File: src/hdl/pqrt_pkg.sv
package pqrt_pkg;

   // Default table geometry
   localparam int SLOTS_DEF   = 32;
   localparam int ID_BITS_DEF = 16;

   // Fixed field widths
   localparam int OP_W      = 2;
   localparam int QID_W     = 16;
   localparam int KIND_W    = 3;
   localparam int RID_W     = 16;
   localparam int SLOT_W    = 5;
   localparam int TRIES_W   = 4;
   localparam int LIMIT_W   = 4;

   localparam logic [LIMIT_W-1:0] LIMIT_RESET = 4'd4;
   localparam logic [TRIES_W-1:0] TRIES_MAX   = 4'd15;
   localparam logic [TRIES_W-1:0] TRIES_FIRST = 4'd1;

   typedef enum logic [OP_W-1:0] {
      OP_SEND = 2'd0,
      OP_RESP = 2'd1,
      OP_TICK = 2'd2
   } op_type;

   typedef enum logic [KIND_W-1:0] {
      K_ACCEPTED   = 3'd0,
      K_FULL       = 3'd1,
      K_MATCHED    = 3'd2,
      K_UNKNOWN    = 3'd3,
      K_RETRANSMIT = 3'd4,
      K_TIMEOUT    = 3'd5,
      K_IDLE       = 3'd6
   } kind_type;

   typedef enum logic [1:0] {
      ST_IDLE,
      ST_SCAN,
      ST_EVAL,
      ST_FINISH
   } state_type;

endpackage

File: src/hdl/pqrt_req_if.sv
interface pqrt_req_if;
   logic                        valid;
   logic                        ready;
   logic [pqrt_pkg::OP_W-1:0]   op;
   logic [pqrt_pkg::QID_W-1:0]  query_id;

   modport source (output valid, output op, output query_id, input ready);
   modport sink   (input valid, input op, input query_id, output ready);
endinterface

File: src/hdl/pqrt_rsp_if.sv
interface pqrt_rsp_if;
   logic                         valid;
   logic                         ready;
   logic [pqrt_pkg::KIND_W-1:0]  kind;
   logic [pqrt_pkg::RID_W-1:0]   result_id;
   logic [pqrt_pkg::SLOT_W-1:0]  slot;
   logic                         last;

   modport source (output valid, output kind, output result_id, output slot, output last,
                   input ready);
   modport sink   (input valid, input kind, input result_id, input slot, input last,
                   output ready);
endinterface

File: src/hdl/pending_query_retry_table.sv
// Channel   Direction  Handshake     Payload
// req_if    in         valid/ready   op[1:0], query_id[15:0]
// rsp_if    out        valid/ready   kind[2:0], result_id[15:0], slot[4:0], last
// csr_*     in         write enable  csr_wr_data[3:0] = retry_limit
//
// One sequencer walks the table one slot a cycle while rsp_if does not stall, through
// a single compare unit; a slot that needs its stored id or tries takes an extra
// evaluate state for the registered memory read. A send stops at the lowest free
// slot, else reports full; a response stops at its id; a tick walks the whole table.
// req_if.ready is high only between items. Synchronous reset clears the valid bits,
// no clearing pass. A stalled rsp_if holds the walk at the next result; one result
// register and one held tick result part the walk from the output.
module pending_query_retry_table #(
   parameter int SLOTS   = pqrt_pkg::SLOTS_DEF,
   parameter int ID_BITS = pqrt_pkg::ID_BITS_DEF
) (
   input  logic                            clock,
   input  logic                            reset,
   pqrt_req_if.sink                        req_if,
   pqrt_rsp_if.source                      rsp_if,
   input  logic                            csr_wr_en,
   input  logic [pqrt_pkg::LIMIT_W-1:0]    csr_wr_data
);
   import pqrt_pkg::*;

   localparam int IDX_W = (SLOTS > 1) ? $clog2(SLOTS) : 1;
   localparam logic [IDX_W-1:0] LAST_IDX = IDX_W'(SLOTS - 1);

   // Sequencer and item registers
   state_type              state_ff, state_in;
   op_type                 op_ff, op_in;
   logic [QID_W-1:0]       qid_ff, qid_in;
   logic [IDX_W-1:0]       idx_ff, idx_in;
   logic [SLOTS-1:0]       valid_ff, valid_in;
   logic [ID_BITS-1:0]     next_id_ff, next_id_in;
   logic [LIMIT_W-1:0]     limit_ff;

   // Table memory and its registered read
   logic [ID_BITS-1:0]     id_mem [SLOTS];
   logic [TRIES_W-1:0]     tries_mem [SLOTS];
   logic [ID_BITS-1:0]     rd_id_ff;
   logic [TRIES_W-1:0]     rd_tries_ff;
   logic                   id_we, tries_we;
   logic [TRIES_W-1:0]     tries_wd;

   // Held tick result, waiting to learn whether it is the final one
   logic                   held_vld_ff, held_vld_in;
   kind_type               held_kind_ff, held_kind_in;
   logic [RID_W-1:0]       held_id_ff, held_id_in;
   logic [SLOT_W-1:0]      held_slot_ff, held_slot_in;

   // Result register
   logic                   rsp_vld_ff, rsp_vld_in;
   kind_type               rsp_kind_ff, rsp_kind_in;
   logic [RID_W-1:0]       rsp_id_ff, rsp_id_in;
   logic [SLOT_W-1:0]      rsp_slot_ff, rsp_slot_in;
   logic                   rsp_last_ff, rsp_last_in;

   // Shared compare unit and helpers
   logic                   req_take, out_free, slot_v, scan_hit, at_end;
   logic                   id_match, expired, eval_need_out, eval_go;
   logic [31:0]            qid_wide, idx_wide, rd_id_wide, next_id_wide;
   logic [ID_BITS-1:0]     qid_key;
   logic [SLOT_W-1:0]      cur_slot;

   assign req_if.ready     = (state_ff == ST_IDLE);
   assign req_take         = req_if.valid && req_if.ready;
   assign out_free         = !rsp_vld_ff || rsp_if.ready;

   assign qid_wide         = {16'd0, qid_ff};
   assign qid_key          = qid_wide[ID_BITS-1:0];
   assign idx_wide         = 32'(idx_ff);
   assign cur_slot         = idx_wide[SLOT_W-1:0];
   assign rd_id_wide       = 32'(rd_id_ff);
   assign next_id_wide     = 32'(next_id_ff);

   assign slot_v           = valid_ff[idx_ff];
   assign scan_hit         = (op_ff == OP_SEND) ? !slot_v : slot_v;
   assign at_end           = (idx_ff == LAST_IDX);
   assign id_match         = (rd_id_ff == qid_key);
   assign expired          = (rd_tries_ff >= limit_ff);

   always_comb begin
      unique case (op_ff)
         OP_SEND: eval_need_out = 1'b1;
         OP_RESP: eval_need_out = id_match;
         default: eval_need_out = held_vld_ff;
      endcase
   end
   assign eval_go = !eval_need_out || out_free;

   // Next state
   always_comb begin
      state_in = state_ff;
      unique case (state_ff)
         ST_IDLE: begin
            if (req_take && (req_if.op == OP_SEND || req_if.op == OP_RESP ||
                             req_if.op == OP_TICK)) begin
               state_in = ST_SCAN;
            end
         end
         ST_SCAN: begin
            if (scan_hit) begin
               state_in = ST_EVAL;
            end else if (at_end) begin
               state_in = ST_FINISH;
            end
         end
         ST_EVAL: begin
            if (eval_go) begin
               if (op_ff == OP_SEND || (op_ff == OP_RESP && id_match)) begin
                  state_in = ST_IDLE;
               end else if (at_end) begin
                  state_in = ST_FINISH;
               end else begin
                  state_in = ST_SCAN;
               end
            end
         end
         ST_FINISH: begin
            if (out_free) begin
               state_in = ST_IDLE;
            end
         end
         default: state_in = ST_IDLE;
      endcase
   end

   // Datapath and result generation
   always_comb begin
      op_in        = op_ff;
      qid_in       = qid_ff;
      idx_in       = idx_ff;
      valid_in     = valid_ff;
      next_id_in   = next_id_ff;
      id_we        = 1'b0;
      tries_we     = 1'b0;
      tries_wd     = TRIES_FIRST;
      held_vld_in  = held_vld_ff;
      held_kind_in = held_kind_ff;
      held_id_in   = held_id_ff;
      held_slot_in = held_slot_ff;
      rsp_vld_in   = rsp_vld_ff && !rsp_if.ready;
      rsp_kind_in  = rsp_kind_ff;
      rsp_id_in    = rsp_id_ff;
      rsp_slot_in  = rsp_slot_ff;
      rsp_last_in  = rsp_last_ff;

      unique case (state_ff)
         ST_IDLE: begin
            if (req_take) begin
               op_in       = op_type'(req_if.op);
               qid_in      = req_if.query_id;
               idx_in      = '0;
               held_vld_in = 1'b0;
            end
         end
         ST_SCAN: begin
            // skip slots that do not qualify
            if (!scan_hit && !at_end) begin
               idx_in = idx_ff + IDX_W'(1);
            end
         end
         ST_EVAL: begin
            if (eval_go) begin
               unique case (op_ff)
                  OP_SEND: begin
                     rsp_vld_in       = 1'b1;
                     rsp_kind_in      = K_ACCEPTED;
                     rsp_id_in        = next_id_wide[RID_W-1:0];
                     rsp_slot_in      = cur_slot;
                     rsp_last_in      = 1'b1;
                     valid_in[idx_ff] = 1'b1;
                     id_we            = 1'b1;
                     tries_we         = 1'b1;
                     tries_wd         = TRIES_FIRST;
                     next_id_in       = next_id_ff + ID_BITS'(1);
                  end
                  OP_RESP: begin
                     if (id_match) begin
                        rsp_vld_in       = 1'b1;
                        rsp_kind_in      = K_MATCHED;
                        rsp_id_in        = rd_id_wide[RID_W-1:0];
                        rsp_slot_in      = cur_slot;
                        rsp_last_in      = 1'b1;
                        valid_in[idx_ff] = 1'b0;
                     end else if (!at_end) begin
                        idx_in = idx_ff + IDX_W'(1);
                     end
                  end
                  default: begin
                     // release the previous tick result, hold this one
                     if (held_vld_ff) begin
                        rsp_vld_in  = 1'b1;
                        rsp_kind_in = held_kind_ff;
                        rsp_id_in   = held_id_ff;
                        rsp_slot_in = held_slot_ff;
                        rsp_last_in = 1'b0;
                     end
                     held_vld_in  = 1'b1;
                     held_id_in   = rd_id_wide[RID_W-1:0];
                     held_slot_in = cur_slot;
                     if (expired) begin
                        held_kind_in     = K_TIMEOUT;
                        valid_in[idx_ff] = 1'b0;
                     end else begin
                        held_kind_in = K_RETRANSMIT;
                        tries_we     = 1'b1;
                        tries_wd     = (rd_tries_ff < TRIES_MAX) ?
                                       rd_tries_ff + TRIES_W'(1) : rd_tries_ff;
                     end
                     if (!at_end) begin
                        idx_in = idx_ff + IDX_W'(1);
                     end
                  end
               endcase
            end
         end
         ST_FINISH: begin
            if (out_free) begin
               rsp_vld_in  = 1'b1;
               rsp_last_in = 1'b1;
               held_vld_in = 1'b0;
               unique case (op_ff)
                  OP_SEND: begin
                     rsp_kind_in = K_FULL;
                     rsp_id_in   = '0;
                     rsp_slot_in = '0;
                  end
                  OP_RESP: begin
                     rsp_kind_in = K_UNKNOWN;
                     rsp_id_in   = qid_ff;
                     rsp_slot_in = '0;
                  end
                  default: begin
                     if (held_vld_ff) begin
                        rsp_kind_in = held_kind_ff;
                        rsp_id_in   = held_id_ff;
                        rsp_slot_in = held_slot_ff;
                     end else begin
                        rsp_kind_in = K_IDLE;
                        rsp_id_in   = '0;
                        rsp_slot_in = '0;
                     end
                  end
               endcase
            end
         end
         default: begin
         end
      endcase
   end

   // Control registers
   always_ff @(posedge clock) begin
      if (reset) begin
         state_ff    <= ST_IDLE;
         valid_ff    <= '0;
         next_id_ff  <= ID_BITS'(1);
         limit_ff    <= LIMIT_RESET;
         held_vld_ff <= 1'b0;
         rsp_vld_ff  <= 1'b0;
      end else begin
         state_ff    <= state_in;
         valid_ff    <= valid_in;
         next_id_ff  <= next_id_in;
         held_vld_ff <= held_vld_in;
         rsp_vld_ff  <= rsp_vld_in;
         if (csr_wr_en) begin
            limit_ff <= csr_wr_data;
         end
      end
   end

   // Payload registers
   always_ff @(posedge clock) begin
      op_ff        <= op_in;
      qid_ff       <= qid_in;
      idx_ff       <= idx_in;
      held_kind_ff <= held_kind_in;
      held_id_ff   <= held_id_in;
      held_slot_ff <= held_slot_in;
      rsp_kind_ff  <= rsp_kind_in;
      rsp_id_ff    <= rsp_id_in;
      rsp_slot_ff  <= rsp_slot_in;
      rsp_last_ff  <= rsp_last_in;
   end

   // Table memory: one write and one registered read at the walk index
   always_ff @(posedge clock) begin
      if (id_we) begin
         id_mem[idx_ff] <= next_id_ff;
      end
      if (tries_we) begin
         tries_mem[idx_ff] <= tries_wd;
      end
      rd_id_ff    <= id_mem[idx_ff];
      rd_tries_ff <= tries_mem[idx_ff];
   end

   assign rsp_if.valid     = rsp_vld_ff;
   assign rsp_if.kind      = rsp_kind_ff;
   assign rsp_if.result_id = rsp_id_ff;
   assign rsp_if.slot      = rsp_slot_ff;
   assign rsp_if.last      = rsp_last_ff;

endmodule

File: src/flat_wrapper.sv
// flat-port wrapper written by rule: the top's interface ports become plain ports
module pending_query_retry_table_flat import pqrt_pkg::*;
#(
   parameter int SLOTS   = pqrt_pkg::SLOTS_DEF,
   parameter int ID_BITS = pqrt_pkg::ID_BITS_DEF
)
  (clock, reset, csr_wr_en, csr_wr_data, req_if_valid, req_if_op, req_if_query_id, req_if_ready, rsp_if_valid, rsp_if_kind, rsp_if_result_id, rsp_if_slot, rsp_if_last, rsp_if_ready);
  pqrt_req_if req_if_i ();
  pqrt_rsp_if rsp_if_i ();
  input  logic clock;
  input  logic reset;
  input  logic csr_wr_en;
  input  logic [pqrt_pkg::LIMIT_W-1:0] csr_wr_data;
  input wire logic [$bits(req_if_i.valid)-1:0] req_if_valid;
  input wire logic [$bits(req_if_i.op)-1:0] req_if_op;
  input wire logic [$bits(req_if_i.query_id)-1:0] req_if_query_id;
  output wire logic [$bits(req_if_i.ready)-1:0] req_if_ready;
  output wire logic [$bits(rsp_if_i.valid)-1:0] rsp_if_valid;
  output wire logic [$bits(rsp_if_i.kind)-1:0] rsp_if_kind;
  output wire logic [$bits(rsp_if_i.result_id)-1:0] rsp_if_result_id;
  output wire logic [$bits(rsp_if_i.slot)-1:0] rsp_if_slot;
  output wire logic [$bits(rsp_if_i.last)-1:0] rsp_if_last;
  input wire logic [$bits(rsp_if_i.ready)-1:0] rsp_if_ready;
  assign req_if_i.valid = req_if_valid;
  assign req_if_i.op = req_if_op;
  assign req_if_i.query_id = req_if_query_id;
  assign req_if_ready = req_if_i.ready;
  assign rsp_if_valid = rsp_if_i.valid;
  assign rsp_if_kind = rsp_if_i.kind;
  assign rsp_if_result_id = rsp_if_i.result_id;
  assign rsp_if_slot = rsp_if_i.slot;
  assign rsp_if_last = rsp_if_i.last;
  assign rsp_if_i.ready = rsp_if_ready;
  pending_query_retry_table #(.SLOTS(SLOTS), .ID_BITS(ID_BITS)) u_core (.clock(clock), .reset(reset), .req_if(req_if_i), .rsp_if(rsp_if_i), .csr_wr_en(csr_wr_en), .csr_wr_data(csr_wr_data));
endmodule
File: config.mk
export PLATFORM = sky130hd
export DESIGN_NAME = pending_query_retry_table_flat
export DESIGN_NICKNAME = d
export VERILOG_FILES = /design/src/hdl/pqrt_pkg.sv /design/src/hdl/pqrt_req_if.sv /design/src/hdl/pqrt_rsp_if.sv /design/src/hdl/pending_query_retry_table.sv /design/src/flat_wrapper.sv
export SDC_FILE = /design/constraint.sdc
export NUM_CORES = 1
export LEC_CHECK = 0
export BUFFER_PORTS_ARGS = -buffer_cell sky130_fd_sc_hd__buf_2
export CORE_MARGIN = 1.5
export CORE_UTILIZATION = 56
export DETAILED_ROUTE_END_ITERATION = 6
export PLACE_DENSITY_LB_ADDON = 0.08
export SYNTH_ARGS = -nofsm -noshare
export SYNTH_HDL_FRONTEND = slang
export SYNTH_SLANG_ARGS = --single-unit
File: constraint.sdc
create_clock -name clock -period 3.9 [get_ports clock]
set_input_delay 0.39 -clock clock [delete_from_list [all_inputs] [get_ports clock]]
set_output_delay 0.39 -clock clock [all_outputs]
set_load 0.01 [all_outputs]
[Yosys cells after proc, flatten, opt, wreduce, memory -nomap -nowiden]
Memory sizes are Yosys's and may differ from the RTL's. A register that Yosys moved wholly into a read port is not among the register bits.
Cells that the tools add are included.
Operators by class
  $add $sub $neg: 3
  multiply operators: 0
  div/mod/pow operators: 0
  order comparisons: 4
  eq/ne operators: 20
  shift operators: 0
  multiplexer cells: 82
  bitwise gates (word level): 4
  reduce and logical (&&, ||, !) cells: 33
Operators by type and width (number)
  $pmux 16 s2: 3
  $mux 16: 5
  $mux 32: 2
  $pmux 32 s2: 1
  $mux 5: 11
  $and 32x32->32: 1
  $not 32->32: 1
  $or 32x32->32: 1
  $pmux 5 s2: 3
  $mux 1: 26
  $mux 4: 5
  $pmux 3 s2: 3
  $add 16x1->16 const B: 1
  $eq 16x16->1: 1
  $mux 3: 5
  $pmux 5 s3: 1
  $mux 2: 7
  $pmux 1 s2: 6
  $reduce_and 5->1: 2
  $reduce_bool 3->1: 3
  $ne 2x1->1 const B: 4
  $ne 2x2->1 const B: 4
  $pmux 2 s4: 1
  $reduce_and 4->1: 2
  other kinds (26): 47
Word-level totals
  register bits: 128
  latch bits: 0
  memory bits (writable): 640
  ROM bits: 0
  input port bits: 27
  logic and storage cells: 164
  memories: 2
Memories
  u_core.id_mem: words 32, bits a word 16, read ports 1, clocked after Yosys merged registers in 1, write ports 1, RTL line pending_query_retry_table.sv:39  | logic [ID_BITS-1:0] id_mem [SLOTS];
  u_core.tries_mem: words 32, bits a word 4, read ports 1, clocked after Yosys merged registers in 1, write ports 1, RTL line pending_query_retry_table.sv:40  | logic [TRIES_W-1:0] tries_mem [SLOTS];

[Logic depth before layout (Yosys ltp)]
  depth after elaboration: 8
  mapped depth: 10

[Worst setup path after synthesis]
No wires, ideal clock.
  kind: flip-flop to flip-flop
  start: register u_core.state_ff[0]
  end: memory u_core.tries_mem[0][3] (data pin)
  library setup time: 445 ps
  arrival time: 3670 ps
  setup slack: -214 ps
  stages on the path, launching flop included: 8
  path buffers: 1
  cell sequence: dfxtp_1 -> inv_1 -> ha_1 -> clkbuf_1 -> nand2_1 -> a21oi_1 -> nand2b_1 -> nor3_1
Between the ends
  longest elaborated chain between the ends: 2
Ends and longest elaborated chain
  start: declaration: RTL line pending_query_retry_table.sv:30  | state_type state_ff, state_in;
  start signal: assignment: RTL line pending_query_retry_table.sv:264  | state_ff <= state_in;
  $eq 2x2->1: RTL line pending_query_retry_table.sv:149  | unique case (state_ff)
  $mux 4: RTL line pending_query_retry_table.sv:149
  via u_core.tries_wd[3]: RTL line pending_query_retry_table.sv:44  | logic [TRIES_W-1:0] tries_wd;
  end: declaration: RTL line pending_query_retry_table.sv:40
The timed path passes the listed nets, and every way through them passes these cells.

[Worst setup path after layout]
  start: register u_core.idx_ff[1], in the netlist u_core.cur_slot[1]
  end: register u_core.idx_ff[0], in the netlist u_core.cur_slot[0] (enable)
Between the ends
  longest elaborated chain between the ends: 8
  elaborated cells between the ends (all ways): 10
  classes of those cells: eq/ne (2); mux (3); reduce/logical (5)
Ends and longest elaborated chain
  start: declaration: RTL line pending_query_retry_table.sv:33  | logic [IDX_W-1:0] idx_ff, idx_in;
  start signal: assignment: RTL line pending_query_retry_table.sv:279  | idx_ff <= idx_in;
  $bmux 1 s5: RTL line pending_query_retry_table.sv:77  | assign slot_v = valid_ff[idx_ff];
  $mux 1 (not written as such): RTL line pending_query_retry_table.sv:77
  $logic_not 1->1: RTL line pending_query_retry_table.sv:78  | assign scan_hit = (op_ff == OP_SEND) ? !slot_v : slot_v;
  $mux 1: RTL line pending_query_retry_table.sv:78
  $logic_not 1->1: RTL line pending_query_retry_table.sv:160  | if (!scan_hit && !at_end) begin
  $logic_and 1x1->1 (*): RTL line pending_query_retry_table.sv:160
  $ne 2x1->1 (no line) (*)
  $reduce_and 6->1 (no line) (*)
Every way passes the cells marked *; elsewhere a longest branch is shown, timed or not. The select of a mux whose other input is x is not followed.
A chain may end at the register's enable or synchronous reset.

==> out/metrics.csv <==
stage,metric,value,unit
outcome,status,completed,
logic_synthesis,main_combinational_cell_family_by_area_after_synthesis,multiplexers,
critical_path,max_stage_delay,0.69,ns
finish,final_common_cell,sky130_fd_sc_hd__edfxtp_1,
power_and_ir_drop,total_chip_power,0.0214,W
logic_synthesis,synthXorXnorAreaFrac,0.913,%
finish,final_core_util,64.5,%
logic_synthesis,syn_inst,1649,
critical_path,timing.critical_path.fanout_max,10,
critical_path,crit_cells,9,
timing,layout_worst_path_cycle_share,83.7,%
finish,layout.cells.most_common_list,"sky130_fd_sc_hd__edfxtp_1 (710), sky130_fd_sc_hd__mux4_2 (164), sky130_fd_sc_hd__buf_4 (83), sky130_fd_sc_hd__clkbuf_16 (81), sky130_fd_sc_hd__a22oi_1 (80)",
clocking,number_of_gates_resized_after_cts,0,
floorplan,core_region_area,54000,um2
critical_path,startpoint_types,flop,
logic_synthesis,synth_fp_nets,1692,
timing,worst_slew_margin_rel,15.0,%
critical_path,crit_arrival,3.52,ns
finish,fillCellCount,3726,
timing,grt_setup_unrepaired,no,
timing,final-max-slew-violation-count,0,
power_and_ir_drop,leakage,12.3,nW
min_path,timing.hold.worst_path_depth,3,
detailed_routing,vias,15998,
finish,insertedDiodeCount,0,
clocking,clock-sinks,786,
global_routing,pin_count_of_the_biggest_net_entering_global_routing,98,
logic_synthesis,synth_seq_cells,786,
logic_synthesis,ys_dominant_reg_cell,sky130_fd_sc_hd__edfxtp_1,
clocking,cts_setup_buffers,0,
detailed_routing,post_detailed_route_count_of_antenna_violating_nets,0,
logic_synthesis,yosysSeqAreaShare,74.4,%
detailed_routing,route.detailed.wl_per_inst,27.5,um
global_routing,grt_pass1_vias,15962,
logic_synthesis,synth.mux.area_fraction,13.7,%
placed_design,gpl.final_weighted_congestion,0.905,
critical_path,worstSetupEndpointType,flop,
power_and_ir_drop,power_per_cell_area,615,nW/um2
critical_path,worst-r2r-setup-slack,0.64,ns
finish,drive_gt1_share,24.0,%
finish,nets,1831,
placed_design,worst_slack_at_placement,0.660,ns
clocking,cts.root.buffer_cell,sky130_fd_sc_hd__clkbuf_16,
critical_path,timing.critical_path.mode_cell,sky130_fd_sc_hd__buf_4,
clocking,cts_inserted_buffers,79,
logic_synthesis,number_of_warning_messages_in_the_yosys_log,0,
detailed_routing,firstDrtPassIters,5,
global_routing,grt_first_pass_wirelength,104,mm
detailed_routing,post_drt_via_cell_ratio,6.28,
global_routing,grtUsageTotal,25.5,%
detailed_routing,residual_drc_count,0,
logic_synthesis,asyncSetResetFlopFracSynth,0,%
logic_synthesis,synthesis.area,30700,um2
global_routing,globalRoute.totalOverflow,0,
clocking,cts_max_path_buffers,3,
timing,period_minus_slack,3.26,ns
critical_path,slowest_stage,sky130_fd_sc_hd__edfxtp_1,
clocking,hold_buffers,21,
timing,setup_total_negative_slack,0,ns
placed_design,portBuffers,53,
job,timing.max_cap.violations,0,
min_path,worstHoldPathType,in2reg,
floorplan,io_pins,54,
critical_path,worstPathRequired,4.15,ns
floorplan,dieArea,56200,um2
floorplan,core.rowCount,85,
logic_synthesis,synth.distinct_cells,58,
placed_design,place.detailed.hpwl,43.4,mm
floorplan,initial_core_util,56.8,%
critical_path,reg2regPathDepth,9,
power_and_ir_drop,peakVddDrop,0.624,mV
timing,timing.final.hold_violations,0,
clocking,worst_setup_hold_path_clk_slew,0.06,ns
clocking,cts_tree,built,
critical_path,worst_path_top_cell_family_by_delay,compound AO/OA/AOI/OAI gates,
critical_path,timing_worst_setup_path_type,reg2reg,
clocking,clock_latency,0.64,ns
logic_synthesis,post_synth_edffs,710,
timing,clock-skew-final,0.0231,ns
global_routing,antenna_found_initial,0,
critical_path,worst-path-buf-inv,2,
logic_synthesis,synth_simple_gate_area_share,4.06,%
clocking,number_of_h_tree_branching_levels,3,
detailed_routing,dr.first_iter.drc_count,1535,
detailed_routing,wirelength,70.1,mm
floorplan,fp.dieH,237,um
logic_synthesis,synth_compound_area_share,4.49,%
timing,finalSetupViolCount,0,
timing,clock.fmax,306,MHz
timing,finalWorstSetupSlack,0.637,ns
timing,tightest_slew,1.27,ns
finish,areaGrowthSynthToFinish,13.5,%
logic_synthesis,synthesis.area_per_instance,18.6,um2
logic_synthesis,synth_fa_ha_area_share,0.652,%
floorplan,fp.dieW,237,um
critical_path,crit_path_cell_trace,buf_4 > buf_4 > mux2i_1 > o22ai_1 > a22oi_1 > nand4_2 > xor2_1 > o21a_1 > a2111oi_2,
routing by layer:
metal | track usage [%] | up-vias | part of all wire, %
met5 | 0 | - | 0
met4 | 8.26 | 0 | 2.9
met3 | 3.70 | 125 | 4.8
met2 | 41.5 | 521 | 50
met1 | 36.1 | 8413 | 43
li1 | - | 6939 | -
worst paths after layout:
check	endpoint	startpoint
max	u_core.cur_slot[0]	u_core.cur_slot[1]
min	u_core.limit_ff[3]	csr_wr_data[3]
min reg2reg	flop	flop
max reg2reg	u_core.cur_slot[0]	u_core.cur_slot[1]
worst reg2reg max path: stages (launching register included):
cell and delay (ns):
sky130_fd_sc_hd__edfxtp_1 0.69, sky130_fd_sc_hd__buf_4 0.27, sky130_fd_sc_hd__buf_4 0.17, sky130_fd_sc_hd__mux2i_1 0.22, sky130_fd_sc_hd__o22ai_1 0.10, sky130_fd_sc_hd__a22oi_1 0.23
sky130_fd_sc_hd__nand4_2 0.22, sky130_fd_sc_hd__xor2_1 0.23, sky130_fd_sc_hd__o21a_1 0.20, sky130_fd_sc_hd__a2111oi_2 0.57
flip-flops by register name, indices dropped and copies added, names as in the netlist, 2 cells and up, named ones only:
register	cells
u_core.op_ff	2
u_core.held_slot_ff	5
u_core.id_mem	512
u_core.tries_mem	128
u_core.held_id_ff	16
u_core.rd_id_ff	16
u_core.rsp_if.slot	5
u_core.next_id_ff	16
u_core.rsp_if.kind	3
u_core.cur_slot	5
u_core.qid_ff	16
u_core.rd_tries_ff	4
u_core.rsp_if.result_id	16
u_core.limit_ff	4
u_core.state_ff	2
final cells by class:
cell class / instances / area (um2) / area share (%)
Tap cell: 696 / 871 / 2.50
Multi-Input combinational cell: 726 / 7350 / 21.1
Timing Repair Buffer: 158 / 1120 / 3.21
Sequential cell: 786 / 22800 / 65.5
Clock buffer: 106 / 2180 / 6.26
Inverter: 37 / 139 / 0.398
Clock inverter: 39 / 357 / 1.02
power by group:
group / internal (W) / switching (W) / leakage (nW)
clock: 0.00428 / 0.00315 / 1.25
combinational: 0.00176 / 0.00246 / 3.15
sequential: 0.00945 / 0.000328 / 7.93
total: 0.0155 / 0.00593 / 12.3
Yosys cell counts, types with 3 or more instances:
cell,instances,area (um2)
sky130_fd_sc_hd__or2_2,4,25.0
sky130_fd_sc_hd__buf_2,24,120
sky130_fd_sc_hd__nand2_1,66,248
sky130_fd_sc_hd__nand3_1,36,180
sky130_fd_sc_hd__nor3_1,14,70.1
sky130_fd_sc_hd__mux2_2,13,146
sky130_fd_sc_hd__mux2i_1,33,330
sky130_fd_sc_hd__nor2b_1,7,43.8
sky130_fd_sc_hd__nor4_1,4,25.0
sky130_fd_sc_hd__xnor2_1,7,61.3
sky130_fd_sc_hd__buf_1,11,41.3
sky130_fd_sc_hd__a31oi_1,3,18.8
sky130_fd_sc_hd__nand4_1,20,125
sky130_fd_sc_hd__xor2_1,25,219
sky130_fd_sc_hd__edfxtp_1,710,21300
sky130_fd_sc_hd__nand2b_1,11,68.8
sky130_fd_sc_hd__ha_1,16,200
sky130_fd_sc_hd__o31ai_1,8,60.1
sky130_fd_sc_hd__nor2_1,76,285
sky130_fd_sc_hd__and3_1,5,31.3
sky130_fd_sc_hd__a21oi_1,33,165
sky130_fd_sc_hd__o2111ai_1,5,43.8
sky130_fd_sc_hd__o211ai_1,9,67.6
sky130_fd_sc_hd__a22oi_1,80,601
sky130_fd_sc_hd__o21ai_0,44,220
sky130_fd_sc_hd__and2_1,9,56.3
sky130_fd_sc_hd__a21o_1,3,22.5
sky130_fd_sc_hd__dfxtp_1,76,1520
sky130_fd_sc_hd__clkbuf_1,63,236
sky130_fd_sc_hd__or3_1,3,18.8
sky130_fd_sc_hd__mux4_2,164,3690
sky130_fd_sc_hd__inv_1,37,139
through the flow:
step	instances	hold slack (ns)	cell area, um2
global route	2548	0.0505	34900
global placement	2382	0.462	32100
finish	2548	0.0448	34900
CTS	2548	0.0211	34900
detailed placement	2382	0.470	32100
floorplan	1649	0.424	30700
cell families after synthesis:
| family | Yosys count |
|---|---|
| adders and majority gates | 16 |
| buffers and inverters | 137 |
| xor gates and xnor gates | 32 |
| muxes | 212 |
| and+or+nand+nor | 263 |
| DFF | 786 |
| AOI/OAI and AO/OA | 203 |
Note: power is estimated with default switching activity, not from simulation.
